===== src/rtl/core/rgb_median3x3_filter_unit_assert.svh =====
// Assertion macros shared by the median filter modules.
// RMF_ASSERT checks a property outside reset.
// RMF_ASSERT_AFTER_RESET checks a property on the cycle after a reset cycle.
`ifndef RGB_MEDIAN3X3_FILTER_UNIT_ASSERT_SVH
`define RGB_MEDIAN3X3_FILTER_UNIT_ASSERT_SVH
`ifndef SYNTHESIS
`define RMF_ASSERT(lbl, clk, rstn, prop) \
  lbl: assert property (@(posedge clk) disable iff (!rstn) prop) \
    else $error("assertion failed");
`define RMF_ASSERT_AFTER_RESET(lbl, clk, rstn, prop) \
  lbl: assert property (@(posedge clk) !rstn |=> prop) \
    else $error("reset assertion failed");
`else
`define RMF_ASSERT(lbl, clk, rstn, prop)
`define RMF_ASSERT_AFTER_RESET(lbl, clk, rstn, prop)
`endif
`endif


===== src/rtl/core/rmf_pkg.sv =====
`default_nettype none
package rmf_pkg;

  localparam int ChanBits       = 8;
  localparam int NumChan        = 3;
  localparam int CoordBits      = 8;
  localparam int CfgBits        = 9;
  localparam int MinDim         = 3;
  localparam int MaxRows        = 256;
  localparam int WinRows        = 3;
  localparam int WinCols        = 3;
  localparam int QueueDepth     = 4;
  localparam int QueueAddrBits  = 2;
  localparam int QueueCountBits = 3;

  typedef logic [ChanBits-1:0] chan_t;
  // Channel 0 is red, 1 green, 2 blue.
  typedef chan_t [NumChan-1:0] pix_t;
  // Row 0 is the oldest line, row 2 the incoming one.
  typedef pix_t [WinRows-1:0] column_t;
  // Column 2 is the newest.
  typedef column_t [WinCols-1:0] window_t;

  typedef struct packed {
    logic                 emit;
    logic                 last;
    logic [CoordBits-1:0] row;
    logic [CoordBits-1:0] col;
  } meta_t;

  typedef enum logic [0:0] {
    CfgFrameWidth  = 1'b0,
    CfgFrameHeight = 1'b1
  } cfg_reg_t;

  typedef struct packed {
    chan_t lo;
    chan_t mid;
    chan_t hi;
  } trio_t;

  function automatic trio_t sort3(input chan_t a, input chan_t b, input chan_t c);
    chan_t x;
    chan_t y;
    chan_t z;
    chan_t t;
    trio_t r;
    x = a;
    y = b;
    z = c;
    if (x > y) begin
      t = x; x = y; y = t;
    end
    if (y > z) begin
      t = y; y = z; z = t;
    end
    if (x > y) begin
      t = x; x = y; y = t;
    end
    r.lo  = x;
    r.mid = y;
    r.hi  = z;
    return r;
  endfunction

  function automatic chan_t max3(input chan_t a, input chan_t b, input chan_t c);
    chan_t m;
    m = (a > b) ? a : b;
    return (m > c) ? m : c;
  endfunction

  function automatic chan_t min3(input chan_t a, input chan_t b, input chan_t c);
    chan_t m;
    m = (a < b) ? a : b;
    return (m < c) ? m : c;
  endfunction

  function automatic chan_t med3(input chan_t a, input chan_t b, input chan_t c);
    chan_t lo;
    chan_t hi;
    lo = (a < b) ? a : b;
    hi = (a < b) ? b : a;
    hi = (hi < c) ? hi : c;
    return (lo > hi) ? lo : hi;
  endfunction

endpackage
`default_nettype wire


===== src/rtl/core/rmf_queue.sv =====
`default_nettype none
`include "rgb_median3x3_filter_unit_assert.svh"
module rmf_queue #(
  parameter int DATA_BITS = 64
) (
  input  wire logic                 clk,
  input  wire logic                 rst_n,
  input  wire logic                 push,
  input  wire logic [DATA_BITS-1:0] push_data,
  input  wire logic                 pop,
  output logic                      full,
  output logic                      nonempty,
  output logic [DATA_BITS-1:0]      head_data
);

  logic [DATA_BITS-1:0]                    slot_r [rmf_pkg::QueueDepth];
  logic [rmf_pkg::QueueAddrBits-1:0]       wr_ptr_r, wr_ptr_nxt;
  logic [rmf_pkg::QueueAddrBits-1:0]       rd_ptr_r, rd_ptr_nxt;
  logic [rmf_pkg::QueueCountBits-1:0]      count_r, count_nxt;

  localparam logic [rmf_pkg::QueueCountBits-1:0] CountFull =
    rmf_pkg::QueueCountBits'(rmf_pkg::QueueDepth);
  localparam logic [rmf_pkg::QueueCountBits-1:0] CountOne =
    rmf_pkg::QueueCountBits'(1);
  localparam logic [rmf_pkg::QueueAddrBits-1:0] PtrOne =
    rmf_pkg::QueueAddrBits'(1);

  assign full      = (count_r == CountFull);
  assign nonempty  = (count_r != '0);
  assign head_data = slot_r[rd_ptr_r];

  always_comb begin
    wr_ptr_nxt = push ? wr_ptr_r + PtrOne : wr_ptr_r;
    rd_ptr_nxt = pop ? rd_ptr_r + PtrOne : rd_ptr_r;
    count_nxt  = count_r;
    if (push && !pop) begin
      count_nxt = count_r + CountOne;
    end else if (pop && !push) begin
      count_nxt = count_r - CountOne;
    end
  end

  always_ff @(posedge clk) begin
    if (!rst_n) begin
      wr_ptr_r <= '0;
      rd_ptr_r <= '0;
      count_r  <= '0;
    end else begin
      wr_ptr_r <= wr_ptr_nxt;
      rd_ptr_r <= rd_ptr_nxt;
      count_r  <= count_nxt;
    end
  end

  always_ff @(posedge clk) begin
    if (push) begin
      slot_r[wr_ptr_r] <= push_data;
    end
  end

  `RMF_ASSERT(a_no_pop_empty, clk, rst_n, pop |-> count_r != '0)
  `RMF_ASSERT(a_no_push_full, clk, rst_n, push |-> count_r != CountFull)
  `RMF_ASSERT(a_count_up, clk, rst_n, push && !pop |=> count_r == $past(count_r) + CountOne)

endmodule
`default_nettype wire


===== config.mk =====
export PLATFORM = sky130hd
export DESIGN_NAME = rmf_queue
export DESIGN_NICKNAME = d
export VERILOG_FILES = /design/src/rtl/core/rmf_pkg.sv /design/src/rtl/core/rmf_queue.sv
export VERILOG_INCLUDE_DIRS = /design/src /design/src/rtl/core
export SDC_FILE = /design/constraint.sdc
export NUM_CORES = 1
export LEC_CHECK = 0
export BUFFER_PORTS_ARGS = -buffer_cell sky130_fd_sc_hd__buf_2
export CAP_MARGIN = 20
export CORE_UTILIZATION = 40
export CTS_CLUSTER_DIAMETER = 60
export DETAILED_ROUTE_END_ITERATION = 10
export GPL_TIMING_DRIVEN = 0
export HOLD_SLACK_MARGIN = 0.03
export SETUP_SLACK_MARGIN = 0.5
export SLEW_MARGIN = 30
export SYNTH_ARGS = -nofsm -noshare
export SYNTH_HDL_FRONTEND = slang
export SYNTH_SLANG_ARGS = --single-unit

===== constraint.sdc =====
create_clock -name clk -period 4.5 [get_ports clk]
set_clock_uncertainty 0.15 [all_clocks]
set_input_delay 0.675 -clock clk [delete_from_list [all_inputs] [get_ports clk]]
set_output_delay 0.675 -clock clk [all_outputs]
set_load 0.03 [all_outputs]

# Word-level counts from Yosys, hierarchy flattened
# Memories as Yosys holds them, arrays and structs flattened. A register that Yosys moved wholly into a read port is not among the register bits.
# Cells that the tools add are included.
[totals]
inputBits = 68
output_inout_bits = 66
mem_bits_rw = 256
n_memories = 1
regBits = 7
elab_cells = 21
[memory_table]
columns = ["name", "depth", "width", "rd", "rd_clocked_by_memory_dff", "write_ports", "line", "text"]
rows = [
  ["slot_r", 4, 64, 1, 1, 1, "rmf_queue.sv:16", "logic [DATA_BITS-1:0] slot_r [rmf_pkg::QueueDepth];"],
]
[op_classes]
mux = 6
n_reduce_logical = 6
add_sub_neg = 4
eq_ne = 1
[op_table]
columns = ["cell", "count"]
rows = [
  ["3-bit 2-to-1 mux", 2],
  ["2-bit by 1-bit adder with 2-bit output, second input constant", 2],
  ["2-bit 2-to-1 mux", 2],
  ["3-bit by 1-bit adder with 3-bit output, second input constant", 1],
  ["3-bit == test, second input constant", 1],
  ["3-bit nonzero test", 1],
  ["3-bit by 1-bit subtractor with 3-bit output, second input constant", 1],
  ["1-bit logical AND", 2],
  ["1-bit zero test", 2],
  ["1-bit 2-to-1 mux", 2],
  ["2-bit nonzero test", 1],
]

# Logic depth before layout (Yosys ltp)
[logic_depth]
ltp_word = 4
depth_mapped = 7
depth_no_buf = 7

# Least setup slack after synthesis
# Ideal clock, no wire load.
[synth_path]
path_type = "input to register"
start = "input port push"
end = "memory slot_r[0][0], enable pin"
required_ns = 3.921
setup_ns = 0.429
path_stages = 1
t_arrival_ns = 2.182
path_slack_ns = 1.740
path_cell_list = "and2_1"
[synth_via]
elab_chain_len = 2
[synth_rtl]
columns = ["item", "line", "text"]
rows = [
  ["start, declared", "rmf_queue.sv:8", "input wire logic push,"],
  ["1-bit 2-to-1 mux", "rmf_queue.sv:56", "if (push) begin"],
  ["1-bit 2-to-1 mux (not written as such)", "rmf_queue.sv:57", "slot_r[wr_ptr_r] <= push_data;"],
  ["end, declared", "rmf_queue.sv:16", ""],
]
# Every way passes these cells.

==> metrics.md <==
| Metric | Value |
|---|---|
| Status | `finished, final reports clean` |
| Sw frac | `0.233` |
| Post-synth top cells | `256 x edfxtp_1, 60 x mux4_2, 9 x and2_1, 9 x dfxtp_1` |
| Reg-to-Reg End | `slot_r[0][56]` |
| Hold Crit Depth | `1` |
| DRT Pass-1 Iters | `4` |
| Final min period | `2.87 ns` |
| Number of synthesized register bits | `265` |
| Unrepaired setup endpoints after global routing | `false` |
| WL/cell | `19.6 um` |
| Post-CTS setup buffer count | `0` |
| Syn avg cell area | `25.9 um2` |
| # IOs | `134` |
| Die Wd | `158 um` |
| Synth Instances | `377` |
| Total Wirelength | `17400 um` |
| P_sw | `0.00135 W` |
| CP max FO | `10` |
| Register area share after synthesis | `0.806` |
| Clock-pin slew on the worst setup and hold paths | `0.06 ns` |
| Hold EP | `slot_r[3][18]` |
| Synth area leaders | `edfxtp_1 79%, mux4_2 14%, dfxtp_1 1.8%` |
| Layout area overhead | `21.2%` |
| Startpoint Class | `flip-flop` |
| Peak VDD IR | `269 uV` |
| CTS Buf Count | `29` |
| Worst path arrival time | `2.04 ns` |
| Number of global-route vias before repair | `4680` |
| CTS H-tree lvls | `1` |
| Resize count post-CTS | `0` |
| Cell taking the most area after synthesis | `edfxtp_1` |
| Util after Layout | `0.500` |
| # DRC | `0` |
| Row count | `56` |
| DR vias | `4416` |
| Fmax | `0.349 GHz` |
| Seq pwr share | `0.493` |
| IO buf count | `133` |
| R2R depth | `4` |
| Mapped Area | `9760 um2` |
| Most common cell in the synthesized netlist | `edfxtp_1` |
| Sinks on Clock Net | `265` |
| Top cell type's share of synthesized area | `0.788` |
| Number of max-cap violations | `0` |
| TNS Setup | `0 ns` |
| Yosys warns | `0` |
| Top delay family on crit path | `buffers and inverters` |
| R2r setup slk | `2.61 ns` |
| Max Root-Sink Buffers | `3` |
| Skew-Pair Late Insertion Delay | `0.53 ns` |
| Initial antenna violation count | `1` |
| CP most frequent cell | `buf_2` |
| Final #Nets | `619` |
| Syn Nets | `451` |
| Tightest Pin Transition | `0.555 ns` |
| Pwr Density | `490 nW/um2` |
| Post-synthesis cell type count | `21` |
| Clock power share | `0.388` |
| Hold-fix buffers at CTS | `0` |
| Share of the cycle needed by the critical path after routing | `0.637` |
| Critical path data required time | `3.67 ns` |
| Share of post-route cells with drive strength above 1 | `0.446` |
| DIE HEIGHT | `158 um` |
| Final setup vio count | `0` |
| Die ar. | `25000 um2` |
| Endpoint class of the critical path | `output pin` |
| GR Util All Layers | `0.140` |
| Min-delay worst type | `in -> reg` |
| Crit path largest cell delay | `0.37 ns` |
| Critical path class | `reg -> out` |
| Post-synth top flop | `edfxtp_1` |
| HPWL after detailed placement | `10500 um` |
| Largest net degree at the start of global routing | `35` |
| Leak pwr | `4.02 nW` |
| Fin. max-slew vios | `0` |
| Slowest CP cell | `mux4_2` |
| Global-route wire length before repair | `25900 um` |
| Initial core utilization | `0.412` |
| Hold Fails Final Rpt | `0` |
| Origin of the critical flop-to-flop path | `wr_ptr_r[0]` |
| Post-synth ARST share | `0` |
| Core footprint | `23700 um2` |
| Combinational power share | `0.119` |
| TritonCTS clock tree | `built` |
| DR iter-0 viols | `220` |
| Rel. slew slack | `0.630` |
| Internal Power | `0.00445 W` |
| Number of buffer and inverter stages on the critical path | `3` |
| GRT overflow | `0` |
| Hold Crit Start | `push_data[18]` |
| GP Congestion | `0.685` |
| Vias per cell | `4.98` |
| Root Driver | `clkbuf_16` |
| Remaining antenna violation count after routing | `0` |
| CP cell instances | `clkbuf_2 > buf_2 > mux4_2 > buf_2` |
| Post-synth EDFFs | `256` |
[flip-flops by register name (all words and copies together), names as in the netlist, named ones only]
register / count
count_r: 3
rd_ptr_r: 2
wr_ptr_r: 2
slot_r: 256
[worst max-delay path by stage]
stage	start	to	cells past startpoint
3_5_place_dp	push	count_r[2]	7
6_report	flip-flop	head_data[36]	4
2_1_floorplan	push	slot_r[0][0]	1
5_1_grt	flip-flop	head_data[22]	4
3_3_place_gp	push	slot_r[0][56]	2
4_1_cts	flip-flop	head_data[53]	4
[layer usage]
layer	vias up	routed length, um	global-route usage
met4	0	348	0.0366
met3	30	1170	0.0339
met5	-	0	0
li1	1954	-	-
met2	141	8490	0.231
met1	2291	7380	0.186
[cell type report]
cell class | count | area [um2]
fill | 1951 | 11900
sequential | 265 | 7870
multi-input combinational | 94 | 1720
clock buffer | 36 | 752
timing repair buffer | 137 | 746
tap | 319 | 399
buffer | 14 | 166
clock inverter | 17 | 164
inverter | 4 | 15.0
antenna | 1 | 2.50
[power groups by stage]
stage / Combinational, W / Clock, W / Sequential, W
after floorplan: 0.000481 / 0 / 0.00291
after global placement: 0.000683 / 0 / 0.00292
after detailed placement: 0.000706 / 0 / 0.00292
after CTS: 0.000708 / 0.00231 / 0.00286
after global routing: 0.000742 / 0.00238 / 0.00287
final: 0.000691 / 0.00225 / 0.00286
[cell families (layout without fill, tap and decap cells)]
| logic type | Yosys count | in the layout | share of synthesized area |
|---|---|---|---|
| buffers and inverters | 18 | 208 | 0.0186 |
| XOR/XNOR | 5 | 5 | 0.00449 |
| AO/OA/AOI/OAI | 2 | 2 | 0.00128 |
| flip-flops | 265 | 265 | 0.806 |
| AND/OR/NAND/NOR | 15 | 15 | 0.00949 |
| multiplexers | 66 | 66 | 0.151 |
| other | 0 | 1 | 0 |
| adder cells (fa/ha/maj) | 6 | 6 | 0.00846 |
[through the flow]
step / area, um2 / hold WS, ns / setup slack (ns) / power, W / instances
2_1_floorplan: 9760 / 0.317 / 1.74 / 0.00339 / 377
3_3_place_gp: 10800 / 0.332 / 0.275 / 0.00360 / 829
3_5_place_dp: 10900 / 0.371 / 2.06 / 0.00362 / 833
4_1_cts: 11800 / 0.176 / 1.56 / 0.00588 / 886
5_1_grt: 11800 / 0.177 / 1.52 / 0.00599 / 886
6_report: 11800 / 0.208 / 1.63 / 0.00580 / 887
[cells in the final DEF, fill, tap and decap left out, types with 2 or more instances in the layout]
cell type  count
bufinv_16      3
or3_1          2
mux2i_1        2
edfxtp_1     256
mux4_1         4
clkbuf_1       7
ha_1           5
and2_1         5
clkinv_2       2
nor2b_1        2
buf_12        10
xnor2_1        2
clkbuf_16     29
buf_2        139
and2_4         4
dfxtp_1        9
clkinv_1       8
inv_1          4
xor2_1         3
mux4_2        60
inv_6          3
(Power assumes the default switching activity.)
