==> src/rtl/core/rgb_median3x3_filter_unit_assert.svh <==
// Assertion macros shared by the median filter modules.
// RMF_ASSERT checks a property outside reset.
// RMF_ASSERT_AFTER_RESET checks a property on the cycle after a reset cycle.
`ifndef RGB_MEDIAN3X3_FILTER_UNIT_ASSERT_SVH
`define RGB_MEDIAN3X3_FILTER_UNIT_ASSERT_SVH
`ifndef SYNTHESIS
`define RMF_ASSERT(lbl, clk, rstn, prop) \
  lbl: assert property (@(posedge clk) disable iff (!rstn) prop) \
    else $error("assertion failed");
`define RMF_ASSERT_AFTER_RESET(lbl, clk, rstn, prop) \
  lbl: assert property (@(posedge clk) !rstn |=> prop) \
    else $error("reset assertion failed");
`else
`define RMF_ASSERT(lbl, clk, rstn, prop)
`define RMF_ASSERT_AFTER_RESET(lbl, clk, rstn, prop)
`endif
`endif

==> src/rtl/core/rmf_pkg.sv <==
`default_nettype none
package rmf_pkg;

  localparam int ChanBits       = 8;
  localparam int NumChan        = 3;
  localparam int CoordBits      = 8;
  localparam int CfgBits        = 9;
  localparam int MinDim         = 3;
  localparam int MaxRows        = 256;
  localparam int WinRows        = 3;
  localparam int WinCols        = 3;
  localparam int QueueDepth     = 4;
  localparam int QueueAddrBits  = 2;
  localparam int QueueCountBits = 3;

  typedef logic [ChanBits-1:0] chan_t;
  // Channel 0 is red, 1 green, 2 blue.
  typedef chan_t [NumChan-1:0] pix_t;
  // Row 0 is the oldest line, row 2 the incoming one.
  typedef pix_t [WinRows-1:0] column_t;
  // Column 2 is the newest.
  typedef column_t [WinCols-1:0] window_t;

  typedef struct packed {
    logic                 emit;
    logic                 last;
    logic [CoordBits-1:0] row;
    logic [CoordBits-1:0] col;
  } meta_t;

  typedef enum logic [0:0] {
    CfgFrameWidth  = 1'b0,
    CfgFrameHeight = 1'b1
  } cfg_reg_t;

  typedef struct packed {
    chan_t lo;
    chan_t mid;
    chan_t hi;
  } trio_t;

  function automatic trio_t sort3(input chan_t a, input chan_t b, input chan_t c);
    chan_t x;
    chan_t y;
    chan_t z;
    chan_t t;
    trio_t r;
    x = a;
    y = b;
    z = c;
    if (x > y) begin
      t = x; x = y; y = t;
    end
    if (y > z) begin
      t = y; y = z; z = t;
    end
    if (x > y) begin
      t = x; x = y; y = t;
    end
    r.lo  = x;
    r.mid = y;
    r.hi  = z;
    return r;
  endfunction

  function automatic chan_t max3(input chan_t a, input chan_t b, input chan_t c);
    chan_t m;
    m = (a > b) ? a : b;
    return (m > c) ? m : c;
  endfunction

  function automatic chan_t min3(input chan_t a, input chan_t b, input chan_t c);
    chan_t m;
    m = (a < b) ? a : b;
    return (m < c) ? m : c;
  endfunction

  function automatic chan_t med3(input chan_t a, input chan_t b, input chan_t c);
    chan_t lo;
    chan_t hi;
    lo = (a < b) ? a : b;
    hi = (a < b) ? b : a;
    hi = (hi < c) ? hi : c;
    return (lo > hi) ? lo : hi;
  endfunction

endpackage
`default_nettype wire

==> src/rtl/core/rmf_front.sv <==
`default_nettype none
`include "rgb_median3x3_filter_unit_assert.svh"
module rmf_front #(
  parameter int MAX_WIDTH = 256,
  localparam int AW = $clog2(MAX_WIDTH)
) (
  input  wire logic                          clk,
  input  wire logic                          rst_n,
  input  wire logic                          cfg_we,
  input  wire logic [0:0]                    cfg_index,
  input  wire logic [rmf_pkg::CfgBits-1:0]   cfg_data,
  input  wire logic                          in_valid,
  output logic                               in_ready,
  input  wire logic                          q_full,
  output logic                               q_push,
  output logic [AW-1:0]                      q_addr,
  output rmf_pkg::meta_t                     q_meta
);

  localparam int ResetWidth = (MAX_WIDTH < 256) ? MAX_WIDTH : 256;
  localparam logic [AW-1:0] ColLastReset = AW'(ResetWidth - 1);
  localparam logic [rmf_pkg::CoordBits-1:0] RowLastReset =
    rmf_pkg::CoordBits'(rmf_pkg::MaxRows - 1);

  logic [AW-1:0]                  col_r, col_nxt;
  logic [AW-1:0]                  col_last_r, col_last_nxt;
  logic [rmf_pkg::CoordBits-1:0]  row_r, row_nxt;
  logic [rmf_pkg::CoordBits-1:0]  row_last_r, row_last_nxt;
  logic [AW-1:0]                  width_last;
  logic [rmf_pkg::CoordBits-1:0]  height_last;

  assign in_ready = !q_full;
  assign q_push   = in_valid && in_ready;
  assign q_addr   = col_r;

  // Each request is tagged with where its window centre lies and whether it closes the frame.
  always_comb begin
    q_meta.emit = (row_r >= rmf_pkg::CoordBits'(2)) && (col_r >= AW'(2));
    q_meta.last = (row_r == row_last_r) && (col_r == col_last_r);
    q_meta.row  = row_r - rmf_pkg::CoordBits'(1);
    q_meta.col  = rmf_pkg::CoordBits'(col_r - AW'(1));
  end

  // Register writes are stored as the clamped index of the last column or row.
  always_comb begin
    if (cfg_data < rmf_pkg::CfgBits'(rmf_pkg::MinDim)) begin
      width_last = AW'(rmf_pkg::MinDim - 1);
    end else if (int'(cfg_data) > MAX_WIDTH) begin
      width_last = AW'(MAX_WIDTH - 1);
    end else begin
      width_last = AW'(cfg_data - rmf_pkg::CfgBits'(1));
    end
    if (cfg_data < rmf_pkg::CfgBits'(rmf_pkg::MinDim)) begin
      height_last = rmf_pkg::CoordBits'(rmf_pkg::MinDim - 1);
    end else if (int'(cfg_data) > rmf_pkg::MaxRows) begin
      height_last = RowLastReset;
    end else begin
      height_last = rmf_pkg::CoordBits'(cfg_data - rmf_pkg::CfgBits'(1));
    end
  end

  always_comb begin
    col_nxt      = col_r;
    row_nxt      = row_r;
    col_last_nxt = col_last_r;
    row_last_nxt = row_last_r;
    if (cfg_we) begin
      col_nxt = '0;
      row_nxt = '0;
      unique case (rmf_pkg::cfg_reg_t'(cfg_index))
        rmf_pkg::CfgFrameWidth:  col_last_nxt = width_last;
        rmf_pkg::CfgFrameHeight: row_last_nxt = height_last;
      endcase
    end else if (q_push) begin
      if (col_r == col_last_r) begin
        col_nxt = '0;
        row_nxt = (row_r == row_last_r) ? '0 : row_r + rmf_pkg::CoordBits'(1);
      end else begin
        col_nxt = col_r + AW'(1);
      end
    end
  end

  always_ff @(posedge clk) begin
    if (!rst_n) begin
      col_r      <= '0;
      row_r      <= '0;
      col_last_r <= ColLastReset;
      row_last_r <= RowLastReset;
    end else begin
      col_r      <= col_nxt;
      row_r      <= row_nxt;
      col_last_r <= col_last_nxt;
      row_last_r <= row_last_nxt;
    end
  end

  `RMF_ASSERT(a_col_in_frame, clk, rst_n, col_r <= col_last_r)
  `RMF_ASSERT_AFTER_RESET(a_reset_origin, clk, rst_n, col_r == '0 && row_r == '0)

endmodule
`default_nettype wire

==> config.mk <==
export PLATFORM = sky130hd
export DESIGN_NAME = rmf_front
export DESIGN_NICKNAME = d
export VERILOG_FILES = /design/src/rtl/core/rmf_pkg.sv /design/src/rtl/core/rmf_front.sv
export VERILOG_INCLUDE_DIRS = /design/src /design/src/rtl/core
export SDC_FILE = /design/constraint.sdc
export NUM_CORES = 1
export LEC_CHECK = 0
export BUFFER_PORTS_ARGS = -buffer_cell sky130_fd_sc_hd__buf_2
export CAP_MARGIN = 20
export CORE_UTILIZATION = 45
export DETAILED_ROUTE_END_ITERATION = 12
export PLACE_DENSITY_LB_ADDON = 0.12
export REMOVE_ABC_BUFFERS = 1
export SETUP_SLACK_MARGIN = 0.2
export SYNTH_ARGS = -nofsm -noshare
export SYNTH_HDL_FRONTEND = slang
export SYNTH_SLANG_ARGS = --single-unit
==> constraint.sdc <==
create_clock -name clk -period 1.8 [get_ports clk]
set_input_delay 0.09 -clock clk [delete_from_list [all_inputs] [get_ports clk]]
set_output_delay 0.09 -clock clk [all_outputs]
set_load 0.005 [all_outputs]
**After elaboration in Yosys (flattened, before gate mapping)**

Index checks and enable logic that the tools add are counted.

- Output and inout bits: 28
- RAM bits: 0
- Memories kept: 0
- Bits in read-only memories: 0
- Latch bits: 0
- Bits of input ports: 15
- Flip-flop bits (word level): 32
- Word-level logic and storage cells: 29

- Shifts and indexed selects: 0
- Magnitude comparators: 4
- Mux-type cells: 4
- $add $sub $neg: 5
- Equality and inequality tests: 2
- Multipliers: 0
- Div/mod/pow operators: 0
- Bitwise operators: 2
- Reductions and logical operators: 8

Operators by type and width:

| cell | number |
|---|---|
| two-way mux 8 bit | 4 |
| subtractor 8 x 1 -> 8 bit, second input constant | 3 |
| adder 8 x 1 -> 8 bit, second input constant | 2 |
| == test 8 bit | 2 |
| greater-or-equal comparator 8 x 2 -> 1 bit, second input constant | 2 |
| greater-than comparator 9 bit, second input constant | 1 |
| < comparator 9 x 2 -> 1 bit, second input constant | 1 |
| AND reduction 2 bit | 3 |
| logical AND 1 bit | 3 |
| inverter 1 bit | 2 |
| OR reduction 2 bit | 1 |
| zero test 1 bit | 1 |

**Depth between registers and ports, before layout**

- Word-level depth: 3
- Gate-level depth with buffers: 7
- Gate-level depth less buffers: 7

**Least setup slack after synthesis**

Ideal clock, no wire load.

- Kind: register -> register
- From: register col_r[3], in the netlist q_addr[3]
- To: register row_r[2] (netlist name)
- Cell stages (with the launch flop): 7
- Slack: 0.159 ns
- Library setup time: 0.118 ns
- Data arrival time: 1.523 ns
- Data required time: 1.682 ns
- Path through: dfxtp_1 buf_2 xor2_1 nor4_2 a31oi_1 nor2_2 nor2_1

- Cells in the longest elaborated chain, start to end: 2

Ends and longest elaborated chain:

| what | RTL line | RTL |
|---|---|---|
| start, declared | rmf_front.sv:25 | `logic [AW-1:0] col_r, col_nxt;` |
| start signal, assigned | rmf_front.sv:91 | `col_r <= col_nxt;` |
| == test 8 bit | rmf_front.sv:75 | `if (col_r == col_last_r) begin` |
| AND reduction 2 bit (no source line) | - |  |
| end signal, assigned | rmf_front.sv:92 | `row_r <= row_nxt;` |
| end, declared | rmf_front.sv:27 | `logic [rmf_pkg::CoordBits-1:0] row_r, row_nxt;` |

No other way between the ends.
A chain may end at the register's enable or synchronous reset.

==> metrics.md <==
| Metric | Value |
|---|---|
| Status | finished with violations |
| Failing checks | DRC |
| Setup TNS | 0 ns |
| Pin count of the biggest net entering global routing | 19 |
| R2r setup slk | 0.23 ns |
| CTS max path bufs | 2 |
| Nets | 346 |
| Max-slew violation count | 0 |
| Setup ws final | 0.0787 ns |
| Reg-to-reg critical path startpoint | row_r[2] |
| Sequential Area | 651 µm² |
| CP Launch Type | flip-flop |
| Slowest cell on the critical path | or4_4 |
| Router iterations before antenna repair | 8 |
| Syn Std Cell Area | approximately 0.0021 mm² |
| Number of max-cap violations | 0 |
| Synthesis Warnings | 0 |
| H-tree Lvls | 2 |
| Crit path from | row_r[3] |
| Synth cell types | 45 |
| Buf+Inv Stages, Crit Path | 1 |
| Register area share after synthesis | 0.300 |
| Worst slack at placement | 0.200 ns |
| Worst Setup EP | q_meta[15] |
| Post-CTS Hold Fix Bufs | 0 |
| Worst-case clock skew | 0.00586 ns |
| CTS tree | built |
| WL/cell | 13.6 µm |
| Unrepaired setup endpoints after global routing | yes |
| Initial DRC count | 119 |
| Fin crit share | 0.956 |
| Root Driver | clkbuf_8 |
| Synth Flop Type | dfxtp_1 |
| Final ANT Viol Nets | 0 |
| Static leakage | between 0.001 and 0.0015 µW |
| Core Area | about 0.0044 mm² |
| Reg2Reg Depth | 6 |
| Die Area | between 0.005 and 0.006 mm² |
| Fin. Hold Viols | 0 |
| DRC | 6 |
| Flops & latches, synth | 32 |
| Total GRT Usage | 0.218 |
| Hold Path Class | primary input to flip-flop |
| Clk_lat worst skew | just under 0.3 ns |
| Remaining Overflow, GRT | 0 |
| Non-filler cells in the finished layout | 376 |
| Port Buf Inserts | 42 |
| I/O pins | 43 |
| Fmax achieved | around 0.58 GHz |
| Worst EP required | 1.71 ns |
| Final GP Congestion | 0.848 |
| First-pass GRT wire length | 8640 µm |
| TritonCTS buffer count | 5 |
| Post-route minimum period | around 1.7 ns |
| Die Y | between 70 and 80 µm |
| Final instance area | 0.00275 mm² |
| Clock sinks | 32 |
| Initial antenna violation count | 0 |
| Clk slew on worst S/H paths | 0.07 ns |
| Routed via count | 2018 |
| Wirelength, routed | between 5000 and 6000 µm |
| Pwr dens | 561 mW/mm² |
| Critical Path Stages | 4 |
| Die X | slightly above 70 µm |
| Via density | 5.37 |
| Worst reg2reg endpoint | row_r[2] |
| ANT cells | 0 |
| CP peak stage delay | 0.58 ns |
| Slew Limit Headroom | 0.661 |
| Critical Path, Cell by Cell | or4_4, nor4_4, xnor2_1, buf_2 |
| Finish-stage setup viols | 0 |
| Initial cell density of the core | 0.481 |
| Crit end category | output port |
| Placed cell count | 362 |
| Multi-input logic area | ~0.0015 mm² |
| Area grow syn2layout | 28.8% |
| FILL cells | 404 |
| VDD IR max | 501 µV |
| Vias in the first global route | roughly 1900 |
| Min Hold Slack | roughly 0.17 ns |
| Placed instance area | about 0.0025 mm² |
| Crit path max-delay family | simple AND/OR/NAND/NOR gates |
| Syn_area_per_cell | roughly 8.1 µm² |
| Critical Path AT | 1.63 ns |
| Syn Inst Count | 265 |
| Post-synth EDFFs | 0 |
| DP Wirelength | 3860 µm |
| Std-Cell Rows | 24 |
| Biggest fanout along the worst timing path | 3 |
| Worst-margin pin slew | 0.509 ns |
| Ys async rst share | 0 |
| Share of post-route cells with drive strength above 1 | 0.327 |
| Crit path kind | flip-flop to output port |
[logic make-up (layout without fill, tap and decap cells)]
family          count (synthesis)  count (layout)  synth area share
buf+inv                        31              90            0.0586
flops                          32              32             0.300
compound gates                 40              40             0.142
fa+ha+maj                       8               8            0.0469
xor+xnor                       41              41             0.168
simple gates                  113             113             0.284
[registers in the layout (all words and copies together), names as in the netlist]
signal,flops
col_last_r,8
q_addr,8
row_last_r,8
row_r,8
[stage by stage]
step	total power, µW	util
2_1_floorplan	881	-
3_3_place_gp	967	0.561
3_5_place_dp	969	0.561
4_1_cts	1550	0.603
5_1_grt	1610	0.619
6_report	1540	0.619
[where the power goes]
part           switching, µW  internal, µW  leakage (µW)
Sequential              18.2           729      0.000263
Combinational            121          89.5      0.000893
Clock                    277           309     0.0000434
[layout make-up]
cell class | instances | share of cell area
clock buffers | 6 | 0.0300
clock inverters | 2 | 0.00546
inverters | 13 | 0.0187
multi-input cells | 202 | 0.531
flip-flops and latches | 32 | 0.237
well taps | 52 | 0.0237
repair buffers | 69 | 0.154
[worst min-delay path by stage]
stage,from,to,slack (ns),cells after the start
2_1_floorplan,rst_n,col_last_r[6],0.15,1
3_3_place_gp,q_full,in_ready,0.40,3
3_5_place_dp,q_full,in_ready,0.41,3
4_1_cts,cfg_index,col_last_r[1],0.17,3
5_1_grt,cfg_index,col_last_r[1],0.20,3
6_report,cfg_index,col_last_r[1],0.17,3
[placed cells by master (no fill, tap or decap), drive strengths merged, types with 8 or more instances in the layout]
master,netlist,routed
a21oi,10,10
buf,8,69
dfxtp,32,32
nand3,15,15
inv,13,13
nor2,27,27
ha,8,8
xor2,33,33
nand2,23,23
xnor2,8,8
[per-layer routing]
layer / up-vias / GRT usage / routed length [µm]
li1: 1040 / - / -
met1: 927 / 0.287 / 2460
met2: 40 / 0.363 / 2420
met3: 11 / 0.0356 / 159
met4: 0 / 0.0733 / 91
met5: - / 0 / 0
[cells in the mapped netlist (2+ instances only)]
| cell type | instances | area [µm²] |
|---|---|---|
| dfxtp_1 | 32 | 641 |
| o211ai_2 | 3 | 37.5 |
| buf_2 | 7 | 35.0 |
| ha_1 | 8 | 100 |
| nand4_1 | 5 | 31.3 |
| xor2_1 | 33 | 289 |
| nand2b_1 | 7 | 43.8 |
| a2111o_1 | 2 | 22.5 |
| a211oi_1 | 3 | 22.5 |
| o21ai_0 | 2 | 10.0 |
| inv_1 | 13 | 48.8 |
| xnor2_1 | 8 | 70.1 |
| a22oi_1 | 2 | 15.0 |
| o211ai_1 | 4 | 30.0 |
| a41oi_1 | 2 | 17.5 |
| and4_1 | 4 | 35.0 |
| nand2_1 | 23 | 86.3 |
| or4_1 | 2 | 15.0 |
| nor2b_1 | 2 | 12.5 |
| nor3_1 | 7 | 35.0 |
| o311ai_0 | 4 | 35.0 |
| nand3_1 | 15 | 75.1 |
| and3_1 | 2 | 12.5 |
| nor2_1 | 26 | 97.6 |
| a21oi_1 | 10 | 50.1 |
| nor3b_1 | 4 | 30.0 |
| o22ai_1 | 3 | 18.8 |
| nor4b_1 | 2 | 17.5 |
| clkbuf_1 | 10 | 37.5 |
| nor4_1 | 5 | 31.3 |
[worst reg2reg max path, stage by stage, from the launching register on]
cell and delay, ns:
dfxtp_4 0.35, buf_4 0.16, xor2_1 0.14, nor4_1 0.31, a21oi_1 0.22, nor2_2 0.20, nor2_1 0.08
[repair_timing]
item	CTS	global route
gates cloned	0	0
resized for setup	14	17
setup endpoints to repair	6	24
buffers inserted	4	2
hold endpoints to repair	0	0
pin swaps	2	3
(Power assumes the default switching activity.)
